<file path="src/design/swm_pkg.sv">
`timescale 1ns / 1ps
// ----------------------------------------------------------------------------
// swm_pkg
// Shared widths, types and defaults for the sliding window maximum filter.
// ----------------------------------------------------------------------------
package swm_pkg;

    localparam int SAMPLE_W       = 32;
    localparam int CFG_W          = 7;
    localparam int WINDOW_MAX_DEF = 64;

    typedef logic signed [SAMPLE_W-1:0] sample_t;
    typedef logic [CFG_W-1:0]           win_cfg_t;

endpackage

</file>
<file path="src/design/swm_cell.sv">
`timescale 1ns / 1ps
// ----------------------------------------------------------------------------
// swm_cell
// One cell of the max chain: holds the maximum of the last (position + 1)
// samples and hands it to its neighbour on every accepted word.
// ----------------------------------------------------------------------------
module swm_cell (
    input  logic              clk,
    input  logic              advance,
    input  swm_pkg::sample_t  sample,
    input  swm_pkg::sample_t  prev_max,
    output swm_pkg::sample_t  max_next,
    output swm_pkg::sample_t  max_q
);

    swm_pkg::sample_t max_reg;

    // newest sample against the shorter window held by the neighbour
    assign max_next = (sample > prev_max) ? sample : prev_max;
    assign max_q    = max_reg;

    always_ff @(posedge clk)
    begin
        if (advance)
        begin
            max_reg <= max_next;
        end
    end

endmodule

</file>
<file path="config.mk">
export PLATFORM = sky130hd
export DESIGN_NAME = swm_cell
export DESIGN_NICKNAME = d
export VERILOG_FILES = /design/src/design/swm_pkg.sv /design/src/design/swm_cell.sv
export SDC_FILE = /design/constraint.sdc
export NUM_CORES = 1
export LEC_CHECK = 0
export ABC_CLOCK_PERIOD_IN_PS = 2700
export BUFFER_PORTS_ARGS = -buffer_cell sky130_fd_sc_hd__buf_4
export CORE_UTILIZATION = 41
export CTS_CLUSTER_DIAMETER = 100
export DETAILED_ROUTE_END_ITERATION = 10
export PLACE_DENSITY = 0.85
export SLEW_MARGIN = 5
export SYNTH_ARGS = -nofsm -noshare
export SYNTH_HDL_FRONTEND = slang
export SYNTH_SLANG_ARGS = --single-unit
</file>
<file path="constraint.sdc">
create_clock -name clk -period 2.7 [get_ports clk]
set_clock_uncertainty 0.1 [all_clocks]
set_input_delay 0.135 -clock clk [delete_from_list [all_inputs] [get_ports clk]]
set_output_delay 0.135 -clock clk [all_outputs]
set_load 0.01 [all_outputs]
</file>
* Yosys cells after proc, flatten, opt, wreduce, memory -nomap -nowiden *
Index checks and enable logic that the tools add are counted.

storage, ports and cells
  input bits = 66
  output and inout port bits = 64
  register bits after elaboration = 32
  logic and storage cells = 3

operators by class
  $lt $le $gt $ge = 1
  mux-type cells = 1

operators by type and width
  kind                 count
  > comparator 32 bit  1
  2-to-1 mux 32 bit    1

* Logic depth before layout (Yosys ltp) *
  word-level depth = 2
  gate-level depth with buffers = 10
  mapped depth without buffers = 9

* Least setup slack after synthesis *
OpenSTA, ideal clock, no wires.

  kind = input -> register
  start point = input prev_max[31]
  end point = register max_reg[10] (netlist: max_q[10]) (data pin)
  data required time = 2.332 ns
  cell stages on the path = 10
  library setup time = 0.268 ns
  path buffers = 1
  path slack = -0.064 ns
  arrival = 2.396 ns
  path through = inv_1 > ha_1 > nand4_2 > nor4_4 > nand4_2 > or3_1 > o2111ai_1 > o221a_4 > buf_12 > mux2_4

between the ends
  cells in the longest elaborated chain, start to end = 2

RTL lines
  item                  line            text
  start, declared       swm_cell.sv:11  input swm_pkg::sample_t prev_max,
  > comparator 32 bit   swm_cell.sv:19  assign max_next = (sample > prev_max) ? sample : prev_max;
  2-to-1 mux 32 bit     swm_cell.sv:19
  net max_next[10]      swm_cell.sv:12  output swm_pkg::sample_t max_next,
  end signal, assigned  swm_cell.sv:26  max_reg <= max_next;
  end, declared         swm_cell.sv:16  swm_pkg::sample_t max_reg;

The timed path passes the listed nets, and every way through them passes these cells.
A chain may end at the register's enable or synchronous reset.

* Final worst setup path *
  start point = input sample[23]
  end point = output max_next[26]

between the ends
  cells in the longest elaborated chain, start to end = 2

RTL lines
  item                 line            text
  start, declared      swm_cell.sv:10  input swm_pkg::sample_t sample,
  > comparator 32 bit  swm_cell.sv:19
  2-to-1 mux 32 bit    swm_cell.sv:19
  end, declared        swm_cell.sv:12

No other way between the ends.

==> impl_metrics.py <==
metrics = {
    "clock_tree": {
        "cts_max_path_buffers": 2,
        "numCtsBuffers": 5,
        "cts-root-buf": "clkbuf_8",
        "ctsHtreeMaxLevel": 2,
        "clkTransAtPathRegs_ps": 70,
        "cts_tree": "built",
        "ctsHoldBuffers": 0,
        "cts.sinks": 32,
    },
    "synth": {
        "synth_top_cell_area_share_pct": 40.9,
        "synth_nets": 278,
        "ys.flop_type": "edfxtp_1",
        "synthCells": 180,
        "synthTopCellsByCount": "34 x inv_1, 32 x edfxtp_1, 32 x ha_1",
        "synth_area_mm2": 0.00235,
        "yosysWarnings": 0,
        "netlist.top_cell.by_area": "edfxtp_1",
        "async_flop_share_pct": 0,
        "syn_avg_cell_area_um2": 13.1,
        "yosysSeqAreaShare_pct": 40.9,
        "yosysMostFrequentCell": "inv_1",
        "synth_edf_count": 32,
        "ys_ff_latch": 32,
        "ys_types": 26,
        "synthTopCellsByArea": "edfxtp_1 41%, mux2_4 19%, ha_1 17%, inv_1 5.4%, buf_12 2.6%",
    },
    "setup_path": {
        "crit_fanout": 5,
        "slowest_delay_ps": 470,
        "crit_slowest_cell": "a2111oi_4",
        "crit_buf_inv": 6,
        "cp-endpoint": "max_next[26]",
        "cp-start-kind": "input pin",
        "worst-path-stages": 13,
        "crit_family": "compound AO/OA/AOI/OAI gates",
        "crit_path_frequent_cell": "buf_4",
        "crit_type": "in -> out",
        "critPathCaptureType": "primary output",
        "cp.required_ps": 2470,
        "startpoint": "sample[23]",
        "arrival_ps": 2680,
        "crit_path_cell_trace": "buf_4 -> ha_1 -> nand2_1 -> nor4_4 -> buf_4 -> buf_4 -> a2111oi_4 -> o2111ai_4 -> o221a_4 -> buf_12 -> clkbuf_16 -> mux2_4 -> buf_6",
    },
    "sta": {
        "period_needed_ps": 2910,
        "max-slew-margin-rel_pct": 67.7,
        "finalHoldViolations": 0,
        "fin_ws_ps": -215,
        "fmax_mhz": 343,
        "finalCritPeriodShare_pct": 108,
        "tightestPinTransition_ps": 485,
        "rsz0062_at_grt": "yes",
        "setup_viol": 32,
        "finalHoldWorstSlack_ps": 75.3,
        "slew_violations": 0,
    },
    "route": {
        "via_per_inst": 5.21,
        "ant_nets": 0,
        "wl_per_cell_um": 19.5,
        "drc": 0,
        "drt-pass1-iter-count": 4,
        "via_count": 2152,
        "drt-initial-drc-count": 70,
        "routed_wirelength_mm": 8.07,
    },
    "floorplan": {
        "ioPinCount": 130,
        "initial_utilization_pct": 42.7,
        "die_h_um": 77.7,
        "core_mm2": 0.00551,
        "die_w_um": 77.7,
        "design.die.area_mm2": 0.00604,
        "rows": 27,
    },
    "global_route": {
        "grt_max_degree": 33,
        "grt_use_total_pct": 24.8,
        "grt_pass1_wl_mm": 11.2,
        "overflow": 0,
        "first_global_vias": 2367,
        "antenna_found_initial": 0,
    },
    "placement": {
        "dp_hpwl_mm": 4.84,
        "io_buffer_count": 129,
        "gp_congestion": 0.783,
    },
    "flow_run": {
        "drv_cap": 0,
    },
    "power_and_ir_drop": {
        "p_total_uw": 1860,
        "power_density_mw_per_mm2": 452,
        "ir_drop_mv": 0.235,
        "p_leak_uw": 0.00204,
    },
    "cells_and_area": {
        "largest_reg_flops": 32,
        "drive_gt1_share_pct": 65.7,
        "area_growth_pct": 75.4,
        "antenna_cells": 0,
        "nets": 438,
    },
    "worst_hold_path": {
        "hold_class": "in -> reg",
    },
    "run_status": {
        "violations": "negative setup slack",
        "outcome": "finished with violations",
    },
}
[cell type report]
class	count	area (um2)
fill	315	1390
multi-input combinational	111	1380
clock inverter	3	13.8
clock buffer	5	68.8
timing repair buffer	156	1470
tap	72	90.1
sequential	32	961
inverter	34	135
[logic make-up (layout without fill, tap and decap cells)]
group                      Yosys count  count (layout)  share of synthesized area [%]
buffers and inverters               37             198                           7.99
AOI/OAI and AO/OA                   23              23                           7.61
muxes                               32              32                           20.1
and+or+nand+nor                     24              24                           6.34
adders and majority gates           32              32                           17.0
DFF                                 32              32                           40.9
[timing repair]
item | in CTS | in global routing
resized for setup | 64 | 24
cloned | 1 | 1
pin swaps | 3 | 0
setup buffers | 8 | 9
endpoints found under the setup margin | 32 | 48
[power breakdown]
group / internal [uW] / total (uW) / switching [uW]
clock: 175 / 365 / 190
sequential: 619 / 638 / 18.8
combinational: 509 / 860 / 351
[worst min-delay path by stage]
stage | from | endpoint | slack (ps) | cells after the start
2_1_floorplan | advance | max_q[0] | 150 | 0
3_3_place_gp | prev_max[12] | max_q[12] | 360 | 2
3_5_place_dp | prev_max[24] | max_q[24] | 360 | 2
4_1_cts | prev_max[30] | max_q[30] | 70 | 2
5_1_grt | prev_max[25] | max_q[25] | 70 | 2
6_report | prev_max[25] | max_q[25] | 80 | 2
[metal layers]
metal | track usage [%] | vias up | routed length [um]
li1 | - | 975 | -
met2 | 45.1 | 117 | 4420
met4 | 18.3 | 0 | 405
met1 | 25.4 | 1026 | 2890
met5 | 0 | - | 0
met3 | 4.00 | 34 | 358
[cells in the final DEF, fill, tap and decap left out, types with 2 or more instances in the layout]
master / instances
clkbuf_8: 5
edfxtp_1: 32
ha_4: 11
inv_1: 25
a221oi_1: 2
a21o_1: 3
o21ai_0: 2
a21oi_1: 11
clkinv_2: 2
nand2_1: 8
nand3_1: 3
buf_12: 6
inv_4: 3
inv_2: 6
mux2_4: 32
buf_8: 3
buf_6: 49
ha_1: 21
buf_4: 97
nand4_1: 3
[through the flow]
stage	setup slack [ps]	TNS [ps]	utilization (%)	area (um2)	std cells
final	-215	-4970	74.8	4120	413
after global routing	-283	-7550	74.8	4120	413
after CTS	-101	-2540	72.1	3970	405
after detailed placement	-197	-10680	62.8	3460	388
after global placement	-56.2	-2610	62.8	3460	388
after floorplan	18.3	0	-	2350	180
Note: power is estimated with default switching activity, not from simulation.
